--- config.mk ---
export PLATFORM = sky130hd
export DESIGN_NAME = first_fit_region_allocator_top
export DESIGN_NICKNAME = d
export VERILOG_FILES = /design/src/sv/ffra_pkg.sv /design/src/sv/ffra_ctrl.sv /design/src/sv/ffra_dp.sv /design/src/sv/first_fit_region_allocator_top.sv
export SDC_FILE = /design/constraint.sdc
export NUM_CORES = 2
export LEC_CHECK = 0
export BUFFER_PORTS_ARGS = -buffer_cell sky130_fd_sc_hd__buf_4
export CAP_MARGIN = 20
export CORE_ASPECT_RATIO = 0.75
export CORE_MARGIN = 4
export CORE_UTILIZATION = 55
export DETAILED_ROUTE_END_ITERATION = 6
export PLACE_DENSITY = 0.69
export REMOVE_ABC_BUFFERS = 1
export SYNTH_ARGS = -nofsm -noshare
export SYNTH_HDL_FRONTEND = slang
export SYNTH_SLANG_ARGS = --single-unit
--- constraint.sdc ---
create_clock -name clk_i -period 13.75 [get_ports clk_i]
set_clock_uncertainty 0.15 [all_clocks]
set_input_delay 1.375 -clock clk_i [delete_from_list [all_inputs] [get_ports clk_i]]
set_output_delay 1.375 -clock clk_i [all_outputs]
set_load 0.02 [all_outputs]
--- src/sv/ffra_pkg.sv ---
// Shared types, constants and field layout for the first-fit region allocator.
package ffra_pkg;

  localparam int unsigned DefaultEntries = 16;
  localparam logic [31:0] DefaultWindowBytes = 32'd4194304;
  localparam logic [31:0] DefaultWindowBase  = 32'h8F00_0000;
  localparam logic [32:0] PageLowBits = 33'd4095;

  localparam int unsigned InDataW  = 80;
  localparam int unsigned OutDataW = 104;
  localparam int unsigned CfgIdxW  = 1;
  localparam int unsigned CfgDataW = 32;

  localparam logic [CfgIdxW-1:0] RegWindowBytes = 1'd0;
  localparam logic [CfgIdxW-1:0] RegWindowBase  = 1'd1;

  localparam logic CmdAlloc   = 1'b0;
  localparam logic CmdRelease = 1'b1;

  localparam logic [1:0] StatusOk      = 2'd0;
  localparam logic [1:0] StatusNoFit   = 2'd1;
  localparam logic [1:0] StatusFull    = 2'd2;

  typedef enum logic [2:0] {
    StIdle,
    StStart,
    StScan,
    StDrain,
    StPassEnd,
    StFinish
  } ctrl_state_e;

  typedef struct packed {
    logic load;
    logic pass_start;
    logic rd;
    logic finish;
  } ffra_cmd_t;

  typedef struct packed {
    logic is_release;
    logic rd_last;
    logic moved;
    logic out_free;
  } ffra_sts_t;

  function automatic logic [32:0] page_round(input logic [31:0] v);
    logic [32:0] s;
    s = {1'b0, v} + PageLowBits;
    return s & ~PageLowBits;
  endfunction

endpackage

--- src/sv/ffra_ctrl.sv ---
// Controller state machine sequencing drop, table sweeps and result delivery.
module ffra_ctrl
  import ffra_pkg::*;
(
  input  logic      clk_i,
  input  logic      rst_ni,
  input  logic      in_valid_i,
  output logic      in_ready_o,
  input  ffra_sts_t sts_i,
  output ffra_cmd_t cmd_o
);

  ctrl_state_e state_q, state_d;

  always_ff @(posedge clk_i or negedge rst_ni) begin
    if (!rst_ni) begin
      state_q <= StIdle;
    end else begin
      state_q <= state_d;
    end
  end

  always_comb begin
    state_d = state_q;
    case (state_q)
      StIdle: begin
        if (in_valid_i) state_d = StStart;
      end
      StStart: begin
        state_d = sts_i.is_release ? StFinish : StScan;
      end
      StScan: begin
        if (sts_i.rd_last) state_d = StDrain;
      end
      StDrain: begin
        state_d = StPassEnd;
      end
      StPassEnd: begin
        state_d = sts_i.moved ? StScan : StFinish;
      end
      StFinish: begin
        if (sts_i.out_free) state_d = StIdle;
      end
      default: state_d = StIdle;
    endcase
  end

  always_comb begin
    in_ready_o = 1'b0;
    cmd_o      = '0;
    case (state_q)
      StIdle: begin
        in_ready_o = 1'b1;
        cmd_o.load = in_valid_i;
      end
      StStart: begin
        cmd_o.pass_start = !sts_i.is_release;
      end
      StScan: begin
        cmd_o.rd = 1'b1;
      end
      StPassEnd: begin
        cmd_o.pass_start = sts_i.moved;
      end
      StFinish: begin
        cmd_o.finish = sts_i.out_free;
      end
      default: begin
        in_ready_o = 1'b0;
      end
    endcase
  end

  assert property (@(posedge clk_i) disable iff (!rst_ni)
    cmd_o.finish |=> state_q == StIdle)
    else $error("finish did not return to idle");
  assert property (@(posedge clk_i) disable iff (!rst_ni)
    cmd_o.load |=> !in_ready_o)
    else $error("second word accepted while busy");
  assert property (@(posedge clk_i) disable iff (!rst_ni)
    cmd_o.rd |-> state_q == StScan && !in_ready_o)
    else $error("table read outside a sweep");

endmodule

--- src/sv/ffra_dp.sv ---
// Datapath: region table, first-fit search position, config and output registers.
module ffra_dp
  import ffra_pkg::*;
#(
  parameter int unsigned Entries = DefaultEntries
) (
  input  logic                clk_i,
  input  logic                rst_ni,
  input  logic [InDataW-1:0]  in_data_i,
  input  logic                cfg_we_i,
  input  logic [CfgIdxW-1:0]  cfg_idx_i,
  input  logic [CfgDataW-1:0] cfg_data_i,
  output logic                out_valid_o,
  input  logic                out_ready_i,
  output logic [OutDataW-1:0] out_data_o,
  input  ffra_cmd_t           cmd_i,
  output ffra_sts_t           sts_o
);

  localparam int unsigned IdxW = (Entries > 1) ? $clog2(Entries) : 1;
  localparam logic [IdxW-1:0] LastIdx = IdxW'(Entries - 1);

  logic [31:0] win_bytes_q, win_base_q;
  logic [Entries-1:0] valid_q;
  logic [7:0] owner_q [Entries];
  logic [64:0] mem [Entries];
  logic [64:0] rd_data_q;

  logic        release_q;
  logic [7:0]  req_owner_q;
  logic [32:0] size_q;
  logic [33:0] pos_q;
  logic        moved_q;
  logic [IdxW-1:0] rd_idx_q, chk_idx_q, free_idx_q;
  logic        chk_q, free_found_q;
  logic        out_valid_q;
  logic [OutDataW-1:0] out_data_q;

  logic [33:0] ent_end;
  logic [34:0] pos_top, fit_top;
  logic        blocks, fits;
  logic [31:0] res_off, res_bytes, res_phys;
  logic [1:0]  res_status;

  // Config registers.
  always_ff @(posedge clk_i or negedge rst_ni) begin
    if (!rst_ni) begin
      win_bytes_q <= DefaultWindowBytes;
      win_base_q  <= DefaultWindowBase;
    end else if (cfg_we_i) begin
      case (cfg_idx_i)
        RegWindowBytes: win_bytes_q <= cfg_data_i;
        RegWindowBase:  win_base_q  <= cfg_data_i;
        default: ;
      endcase
    end
  end

  // Start and length memory, registered read.
  always_ff @(posedge clk_i) begin
    if (cmd_i.finish && !release_q && res_status == StatusOk) begin
      mem[free_idx_q] <= {size_q, pos_q[31:0]};
    end
    rd_data_q <= mem[rd_idx_q];
  end

  always_ff @(posedge clk_i) begin
    if (cmd_i.finish && !release_q && res_status == StatusOk) begin
      owner_q[free_idx_q] <= req_owner_q;
    end
  end

  assign ent_end = {2'b0, rd_data_q[31:0]} + {1'b0, rd_data_q[64:32]};
  assign pos_top = {1'b0, pos_q} + {2'b0, size_q};
  assign blocks  = chk_q && valid_q[chk_idx_q]
                   && ({3'b0, rd_data_q[31:0]} < pos_top) && (ent_end > pos_q);
  assign fit_top = pos_top;
  assign fits    = fit_top <= {3'b0, win_bytes_q};

  always_comb begin
    res_status = StatusOk;
    res_off    = pos_q[31:0];
    res_bytes  = size_q[31:0];
    res_phys   = win_base_q + pos_q[31:0];
    if (release_q) begin
      res_status = StatusOk;
    end else if (!fits) begin
      res_status = StatusNoFit;
    end else if (!free_found_q) begin
      res_status = StatusFull;
    end
    if (release_q || res_status != StatusOk) begin
      res_off   = '0;
      res_bytes = '0;
      res_phys  = '0;
    end
  end

  always_ff @(posedge clk_i or negedge rst_ni) begin
    if (!rst_ni) begin
      valid_q      <= '0;
      release_q    <= 1'b0;
      req_owner_q  <= '0;
      size_q       <= '0;
      pos_q        <= '0;
      moved_q      <= 1'b0;
      rd_idx_q     <= '0;
      chk_idx_q    <= '0;
      chk_q        <= 1'b0;
      free_idx_q   <= '0;
      free_found_q <= 1'b0;
      out_valid_q  <= 1'b0;
      out_data_q   <= '0;
    end else begin
      if (out_valid_q && out_ready_i) out_valid_q <= 1'b0;
      chk_q     <= cmd_i.rd;
      chk_idx_q <= rd_idx_q;
      if (cmd_i.load) begin
        release_q    <= in_data_i[0] == CmdRelease;
        req_owner_q  <= in_data_i[8:1];
        size_q       <= page_round(in_data_i[40:9]);
        pos_q        <= {1'b0, page_round(in_data_i[72:41])};
        free_found_q <= 1'b0;
        for (int i = 0; i < Entries; i++) begin
          if (valid_q[i] && owner_q[i] == in_data_i[8:1]) valid_q[i] <= 1'b0;
        end
      end
      if (cmd_i.pass_start) begin
        rd_idx_q <= '0;
        moved_q  <= 1'b0;
      end else if (cmd_i.rd && rd_idx_q != LastIdx) begin
        rd_idx_q <= rd_idx_q + 1'b1;
      end
      if (chk_q && !valid_q[chk_idx_q] && !free_found_q) begin
        free_found_q <= 1'b1;
        free_idx_q   <= chk_idx_q;
      end
      if (blocks) begin
        pos_q   <= ent_end;
        moved_q <= 1'b1;
      end
      if (cmd_i.finish) begin
        out_valid_q <= 1'b1;
        out_data_q  <= {6'b0, res_phys, res_bytes, res_off, res_status};
        if (!release_q && res_status == StatusOk) valid_q[free_idx_q] <= 1'b1;
      end
    end
  end

  assign out_valid_o     = out_valid_q;
  assign out_data_o      = out_data_q;
  assign sts_o.is_release = release_q;
  assign sts_o.rd_last    = rd_idx_q == LastIdx;
  assign sts_o.moved      = moved_q;
  assign sts_o.out_free   = !out_valid_q || out_ready_i;

  assert property (@(posedge clk_i) disable iff (!rst_ni)
    !cmd_i.load |=> pos_q >= $past(pos_q))
    else $error("search position moved backward");
  assert property (@(posedge clk_i) disable iff (!rst_ni)
    cmd_i.finish && !release_q && res_status == StatusOk |=> valid_q[$past(free_idx_q)])
    else $error("granted entry not marked valid");
  assert property (@(posedge clk_i) disable iff (!rst_ni)
    moved_q && !$past(moved_q) |-> $past(chk_q))
    else $error("position moved without a table read");

endmodule

--- src/sv/first_fit_region_allocator_top.sv ---
// Top level of the first-fit region allocator: controller plus datapath.
//
// The block keeps a table of up to ENTRIES owner-tagged regions inside a
// memory window and serves one allocate or release word at a time. On
// acceptance, any region the owner holds is dropped in that same cycle. An
// allocate then sweeps the table one entry per cycle from a registered
// memory read; whenever an entry overlaps the candidate region, the candidate
// moves to that entry's end, and the sweep repeats until a full sweep makes
// no move, so an allocate takes at least one sweep and at most ENTRIES + 1;
// a release makes no sweep. The result waits in an output register, and
// the next word is taken as soon as the result has been loaded there. The
// two config registers may be written whenever the block is idle.
module first_fit_region_allocator_top
  import ffra_pkg::*;
#(
  parameter int unsigned ENTRIES = DefaultEntries
) (
  input  logic                clk_i,
  input  logic                rst_ni,
  input  logic                s_axis_tvalid_i,
  output logic                s_axis_tready_o,
  // Fields from bit 0: command, owner_id, request_bytes, min_offset.
  input  logic [InDataW-1:0]  s_axis_tdata_i,
  output logic                m_axis_tvalid_o,
  input  logic                m_axis_tready_i,
  // Fields from bit 0: status, granted_offset, granted_bytes, phys_addr.
  output logic [OutDataW-1:0] m_axis_tdata_o,
  input  logic                cfg_we_i,
  input  logic [CfgIdxW-1:0]  cfg_idx_i,
  input  logic [CfgDataW-1:0] cfg_data_i
);

  ffra_cmd_t cmd;
  ffra_sts_t sts;

  ffra_ctrl u_ctrl (
    .clk_i      (clk_i),
    .rst_ni     (rst_ni),
    .in_valid_i (s_axis_tvalid_i),
    .in_ready_o (s_axis_tready_o),
    .sts_i      (sts),
    .cmd_o      (cmd)
  );

  ffra_dp #(
    .Entries (ENTRIES)
  ) u_dp (
    .clk_i       (clk_i),
    .rst_ni      (rst_ni),
    .in_data_i   (s_axis_tdata_i),
    .cfg_we_i    (cfg_we_i),
    .cfg_idx_i   (cfg_idx_i),
    .cfg_data_i  (cfg_data_i),
    .out_valid_o (m_axis_tvalid_o),
    .out_ready_i (m_axis_tready_i),
    .out_data_o  (m_axis_tdata_o),
    .cmd_i       (cmd),
    .sts_o       (sts)
  );

endmodule

; Word-level counts from Yosys, hierarchy flattened
; Memories as Yosys holds them, arrays and structs flattened. A register that Yosys moved wholly into a read port is not among the register bits.
; Index checks and enable logic that the tools add are counted.
[word_totals]
n_memories = 2
inputBits = 118
output_inout_bits = 106
regBits = 326
mem_bits_rw = 976
[classes]
magnitude_cmp = 6
muxes = 52
n_eq_ne = 26
addsub = 6
n_bitwise = 2
reduce_logical = 44
[memory_table]
columns = name, words, width, read_ports, rd_clocked_by_memory_dff, write_ports, line_no
row1 = u_dp.mem, 16, 53, 1, 1, 1, ffra_dp.sv:26  ; logic [64:0] mem [Entries];
row2 = u_dp.owner_q, 16, 8, 16, 0, 1, ffra_dp.sv:25  ; logic [7:0] owner_q [Entries];
[ops]
columns = op, count
row1 = 8-bit equality test, 16
row2 = 32-bit two-way mux, 3
row3 = 34-bit two-way mux, 2
row4 = 32-bit by 12-bit adder with 33-bit output (second input constant), 2
row5 = 16-bit two-way mux, 3
row6 = 34-bit by 33-bit adder with 35-bit output, 1
row7 = 35-bit by 32-bit <= comparator with 1-bit output, 1
row8 = 32-bit by 35-bit less-than comparator with 1-bit output, 1
row9 = 32-bit by 33-bit adder with 34-bit output, 1
row10 = 34-bit greater-than comparator, 1
row11 = 32-bit adder, 1
row12 = 1-bit two-way mux, 30
row13 = 1-bit logical AND, 27
row14 = 3-bit one-hot mux with 6 select lines, 1
row15 = 16-bit bitwise OR, 1
row16 = 3-bit two-way mux, 5
row17 = 2-bit nonzero test, 6
row18 = 4-bit by 5-bit less-than comparator with 1-bit output (second input constant), 2
row19 = 4-bit two-way mux, 2
row20 = 3-bit by 2-bit equality test with 1-bit output (second input constant), 2
row21 = 3-bit equality test (second input constant), 2
row22 = 2-bit two-way mux, 3
row23 = 4-bit by 1-bit adder with 4-bit output (second input constant), 1
row24 = 1-bit binary-select mux with 4-bit select, 1
row25 = 15 further kinds, 21

; Logic depth before layout (Yosys ltp)
[depth]
depth_word = 8
depth_mapped = 21
ltp_nobuf = 18

; Cells and area by module
; From an unflattened synthesis, not the netlist that was laid out.
[unflattened]
cells_unflattened = 3164
area_unflattened_um2 = 54089.4
[by_module_without_submodules]
columns = module, area_each_um2, instances, seq_area_each_um2, cells_per_inst
row1 = ffra_dp, 53856.7, 1, 36532.5, 3137
row2 = ffra_ctrl, 232.7, 1, 75.1, 27

; Worst setup path before layout
; No wires, ideal clock.
[synth_timing]
kind = register -> register
from = register u_dp.pos_q[13]
to = memory u_dp.mem[4][0] (netlist bit) (enable)
stages_incl_launch_ff = 19
slack_ps = 2872
setup_time_ps = 631
t_required_ps = 12969
arrival_time_ps = 10097
synth_period_minus_slack_ps = 10878
path_cell_list = dfrtp_1 > ha_1 > a211oi_1 > o21ai_0 > a31oi_1 > o211ai_1 > a221o_1 > a21oi_1 > nor4_1 > or3_1 > ha_1 > a21oi_1 > o21ai_0 > a211oi_1 > a21oi_1 > or4_1 > buf_2 > buf_2 > nor4_1
[synth_between]
elab_chain_len = 8
[synth_rtl]
columns = element, line_no
row1 = start: declaration, ffra_dp.sv:32  ; logic [33:0] pos_q;
row2 = start signal: assignment, ffra_dp.sv:122  ; pos_q <= {1'b0, page_round(in_data_i[72:41])};
row3 = start signal: assignment, ffra_dp.sv:139  ; pos_q <= ent_end;
row4 = 34-bit by 33-bit adder with 35-bit output, ffra_dp.sv:74  ; assign pos_top = {1'b0, pos_q} + {2'b0, size_q};
row5 = 35-bit by 32-bit <= comparator with 1-bit output, ffra_dp.sv:78  ; assign fits = fit_top <= {3'b0, win_bytes_q};
row6 = 2-bit two-way mux, ffra_dp.sv:87  ; end else if (!fits) begin
row7 = 2-bit two-way mux, ffra_dp.sv:85  ; if (release_q) begin
row8 = 2-bit zero test, ffra_dp.sv:61  ; if (cmd_i.finish && !release_q && res_status == StatusOk) begin
row9 = 1-bit logical AND, ffra_dp.sv:61
row10 = 1-bit two-way mux, ffra_dp.sv:61
row11 = 1-bit two-way mux (implied by the code), ffra_dp.sv:62  ; mem[free_idx_q] <= {size_q, pos_q[31:0]};
row12 = end: declaration, ffra_dp.sv:26
; Every way passes these cells.

; Final worst setup path
[layout_timing]
from = register u_dp.size_q[13]
to = memory u_dp.mem[6][25] (netlist bit) (enable)
[layout_between]
elab_chain_len = 8
[layout_rtl]
columns = element, line_no
row1 = start: declaration, ffra_dp.sv:31  ; logic [32:0] size_q;
row2 = start signal: assignment, ffra_dp.sv:121  ; size_q <= page_round(in_data_i[40:9]);
row3 = 34-bit by 33-bit adder with 35-bit output, ffra_dp.sv:74
row4 = 35-bit by 32-bit <= comparator with 1-bit output, ffra_dp.sv:78
row5 = 2-bit two-way mux, ffra_dp.sv:87
row6 = 2-bit two-way mux, ffra_dp.sv:85
row7 = 2-bit zero test, ffra_dp.sv:61
row8 = 1-bit logical AND, ffra_dp.sv:61
row9 = 1-bit two-way mux, ffra_dp.sv:61
row10 = 1-bit two-way mux (implied by the code), ffra_dp.sv:62
; Every way passes these cells.

==> metrics.md <==
| Metric | Value |
|---|---|
| Utilization after layout | between 60% and 70% |
| Hold_buf cts | 0 |
| Synth top area share | a little over half |
| Leak Pwr | 22.2 nW |
| Vias in the first global route | approximately 31000 |
| Final period util | 62.1% |
| Post-Route WL | roughly 140 mm |
| DR WL/cell | ~28 microns |
| Sum Neg Setup Slack | 0 ns |
| Post-Synth Simple-Gate Area | around 4.6% |
| Status | complete, no violations |
| Sw Pwr | between 0.004 and 0.005 W |
| Final instance area | about 60000 sq um |
| Final hold vios | 0 |
| Initial Util | between 50 and 60% |
| Final max-slew violation count | 0 |
| Reg2reg setup slack | ~5.2 ns |
| Slew @ Worst Pin | between 1 and 1.5 ns |
| Die area | between 100000 and 150000 sq um |
| Synth Area in Compound Gates | under 10% |
| Combinational share of power | 30.4% |
| Die Y | 280 microns |
| Area grow syn2layout | 13.1% |
| Std cell rows | 99 |
| Final Setup Violations | 0 |
| Seq pwr share | 43.3% |
| Layout Cells excl Fill | between 4000 and 5000 |
| RSZ-0062 raised after global routing | no |
| CTS max path bufs | 3 |
| Initial antenna violation count | 4 |
| Crit path time final | roughly 8.5 ns |
| Clk root buf | clkbuf_16 |
| Final WS setup | approximately 5.2 ns |
| Clock network power share | 26.3% |
| Die width | 371 microns |
| Buffers added on ports | 198 |
| Placer congestion estimate | between 0.8 and 0.9 |
| Post-route ant nets | 0 |
| Via total after detailed routing | roughly 30000 |
| Core footprint | a little under 100000 sq um |
| Worst r2r src | u_dp.size_q[13] |
| Slowest Stage Delay on Critical Path | around 0.87 ns |
| WP data arrival | 8.72 ns |
| Max rail drop VDD | roughly 0.12 mV |
| Fmax | around 0.12 GHz |
| Ys async rst share | 19.5% |
| GRT Total Usage | 26.7% |
| Post-synthesis xor/xnor area fraction | 3.60% |
| GRT Residual Overflow | 0 |
| Final #Nets | approximately 3800 |
| Main synth FF type | edfxtp_1 |
| Max-Cap Viols | 0 |
| Vias per inst | between 6 and 7 |
| CP Cell Sequence | ha_1 -> a211oi_1 -> o21ai_0 -> a31oi_1 -> o211ai_1 -> a221o_1 -> a21oi_1 -> nor4_1 -> or3_1 -> ha_1 -> nand2_1 -> o21ai_0 -> a211oi_1 -> a21oi_1 -> or4_4 -> buf_4 -> nor3_4 -> buf_4 -> buf_4 |
| Clock Sinks | approximately 1300 |
| Post-place instance area | between 50000 and 60000 sq um |
| Reg2Reg Capture Point | u_dp.mem[6][25] |
| CP max FO | 53 |
| CTS Buf Count | about 120 |
| IO Count | 224 |
| Number of flops mapped to enable cells by yosys | slightly below 1000 |
| First-pass GRT wire length | about 200 mm |
| Relative slew slack | 28.9% |
| Largest net degree at the start of global routing | between 100 and 150 |
| Synth Warn # | 0 |
| Synthesized netlist cell count | 3288 |
| Crit path top cell by count | buf_4 |
| Mux cell area share after synthesis | between 10 and 15% |
| Hpwl dp | about 84 mm |
| Ranking of synthesized cells by area | edfxtp_1 (54%), dfrtp_1 (11%), mux4_2 (11%) |
| Yosys top cell by area | edfxtp_1 |
| H-tree depth | 3 |
| 1st-iter DRT viols | approximately 3400 |
| Worst EP required | between 10 and 15 ns |
| R2r worst-path depth | 19 |
| Number of buffers and inverters on the critical path | 3 |
| Synth Area in Adders | between 3 and 4% |
| DRC Markers | 0 |
| Share of post-route cells with drive strength above 1 | a little under a quarter |
| Netlist cell types | 78 |
| Delay-heaviest family, CP | compound AO/OA/AOI/OAI gates |
| Min-Delay Endpoint | u_dp.out_data_o[15] |
| Cell area after synthesis | between 50000 and 60000 sq um |
| Crit path capture type | register |
| Crit Path Category | reg -> reg |
| Mean Syn Cell Area | about 17 sq um |
| Seq cells post-synth | between 1000 and 1500 |
| Hold_sp | u_dp.out_data_o[15] |
| First-pass DRT Iterations | 7 |
| Sequential share of the synthesized area | 67.4% |
| Post-CTS Resized | 0 |
| Tightest Hold Check Type | reg -> reg |
| CTS tree | built |
| Postcts setup bufs | 0 |
| Hold depth | 2 |
| CP Launch Type | register |
| Dominant combinational cell family by area after synthesis | multiplexers |
| Placed insts | approximately 4700 |
| Slowest stage cell, crit path | or4_4 |
| Worst skew pair latency | just over 0.7 ns |
| Fraction of power spent switching nets | 33.9% |
| Clock slew at reported path FFs | about 0.070 ns |
| Setup WS pre-CTS | approximately 5.4 ns |
| PwrDens | around 210 nW/um^2 |
| Pint | ~0.0084 W |
[cells in the mapped netlist, drive strengths merged (4+ instances only)]
master   instances
dfstp            6
and2             8
or4              4
ha             159
mux2i            6
edfxtp         976
nand4           58
o31ai           36
dfrtp          243
nor3            35
a2111oi          6
nor2            85
a21oi           80
a32o             4
mux2            67
a21o            55
nand2b          10
o211ai           8
nor4            16
xnor2          182
or3             11
and4             4
a31oi            8
a211oi          15
o21bai          14
inv            127
clkbuf         100
nand3           36
o21a            11
o21ai          171
mux4           270
xor2            41
dfxtp           53
a22o            27
nor2b            6
and3            14
nand2          221
buf             58
o41ai            7
[worst max path at each step]
stage / startpoint / to / slack, ns / depth (start not counted)
4_1_cts: u_dp.size_q[13] / u_dp.mem[7][30] / 5.34 / 19
6_report: u_dp.size_q[13] / u_dp.mem[6][25] / 5.20 / 19
3_5_place_dp: u_dp.size_q[13] / u_dp.mem[7][3] / 5.36 / 19
2_1_floorplan: u_dp.pos_q[13] / u_dp.mem[8][0] / 1.97 / 16
3_3_place_gp: u_dp.size_q[13] / u_dp.mem[3][26] / 5.52 / 19
5_1_grt: u_dp.pos_q[13] / u_dp.mem[6][26] / 4.80 / 19
[power groups by stage]
| stage | Sequential, W | Clock [W] | Combinational (W) |
|---|---|---|---|
| 2_1_floorplan | 0.00547 | 0 | 0.00269 |
| 3_3_place_gp | 0.00555 | 0 | 0.00372 |
| 3_5_place_dp | 0.00559 | 0 | 0.00384 |
| 4_1_cts | 0.00551 | 0.00341 | 0.00387 |
| 5_1_grt | 0.00559 | 0.00357 | 0.00427 |
| 6_report | 0.00553 | 0.00335 | 0.00388 |
[flip-flops by register name, indices dropped and copies added, names as in the netlist]
signal,flops
u_dp.mem,848
u_dp.owner_q,128
u_dp.out_data_o,86
u_dp.rd_data_q,53
u_dp.pos_q,34
u_dp.win_base_q,32
u_dp.win_bytes_q,32
u_dp.size_q,21
u_dp.valid_q,16
u_dp.req_owner_q,8
u_dp.chk_idx_q,4
u_dp.free_idx_q,4
u_dp.rd_idx_q,4
u_ctrl.state_q,3
u_dp.chk_q,1
u_dp.free_found_q,1
u_dp.moved_q,1
u_dp.out_valid_o,1
u_dp.release_q,1
[worst reg2reg max path, cell delays in order (launching register included)]
cell,delay [ns]
dfrtp_1,0.81
ha_1,0.39
a211oi_1,0.33
o21ai_0,0.19
a31oi_1,0.39
o211ai_1,0.31
a221o_1,0.39
a21oi_1,0.28
nor4_1,0.10
or3_1,0.40
ha_1,0.31
nand2_1,0.15
o21ai_0,0.17
a211oi_1,0.29
a21oi_1,0.29
or4_4,0.87
buf_4,0.51
nor3_4,0.56
buf_4,0.55
buf_4,0.65
[layout by cell type (no fill, tap or decap), types with 10 or more instances in the layout]
master / n
clkinv_2: 22
nand4_1: 58
a21o_1: 55
inv_1: 127
o21ai_0: 149
a22o_1: 27
xnor2_1: 182
nor3_1: 22
nor3_4: 10
dfrtp_1: 239
nor2_1: 85
o21ai_1: 22
xor2_1: 41
bufinv_16: 13
clkbuf_1: 31
ha_1: 159
clkbuf_16: 121
or3_1: 11
mux4_2: 270
buf_4: 251
a21oi_1: 80
edfxtp_1: 976
clkbuf_8: 15
o31ai_1: 36
o21a_1: 11
and3_1: 14
dfxtp_1: 53
conb_1: 18
o21bai_1: 14
nand3_1: 36
nand2_1: 219
a211oi_1: 12
mux2_2: 67
[metal layers]
metal / GRT usage [%] / routed length [microns] / up-vias
li1: - / - / 13206
met1: 38.0 / 57000 / 15989
met2: 43.1 / 66400 / 1295
met3: 5.16 / 11100 / 235
met4: 7.23 / 3640 / 0
met5: 0 / 0 / -
[per-stage QoR]
stage                     hold slack (ns)  total power (W)
after floorplan                     0.287          0.00816
after global placement              0.316          0.00927
after detailed placement            0.324          0.00943
after CTS                           0.337           0.0128
after global routing                0.354           0.0134
final                               0.331           0.0128
[layout make-up]
class | count | area [sq um]
fillers | 6956 | 36200
well taps | 1313 | 1640
clock inverters | 53 | 636
inverters | 127 | 477
flip-flops and latches | 1278 | 36600
diodes | 2 | 5.00
repair buffers | 254 | 1940
clock buffers | 169 | 3370
multi-input cells | 1742 | 16700
[kinds of logic after synthesis]
| group | after synthesis |
|---|---|
| simple gates | 520 |
| compound gates | 476 |
| mux | 343 |
| other cells | 1 |
| xor+xnor | 223 |
| flops | 1278 |
| buf+inv | 285 |
| fa+ha+maj | 162 |
No activity file was read; power rests on OpenSTA's default activity.
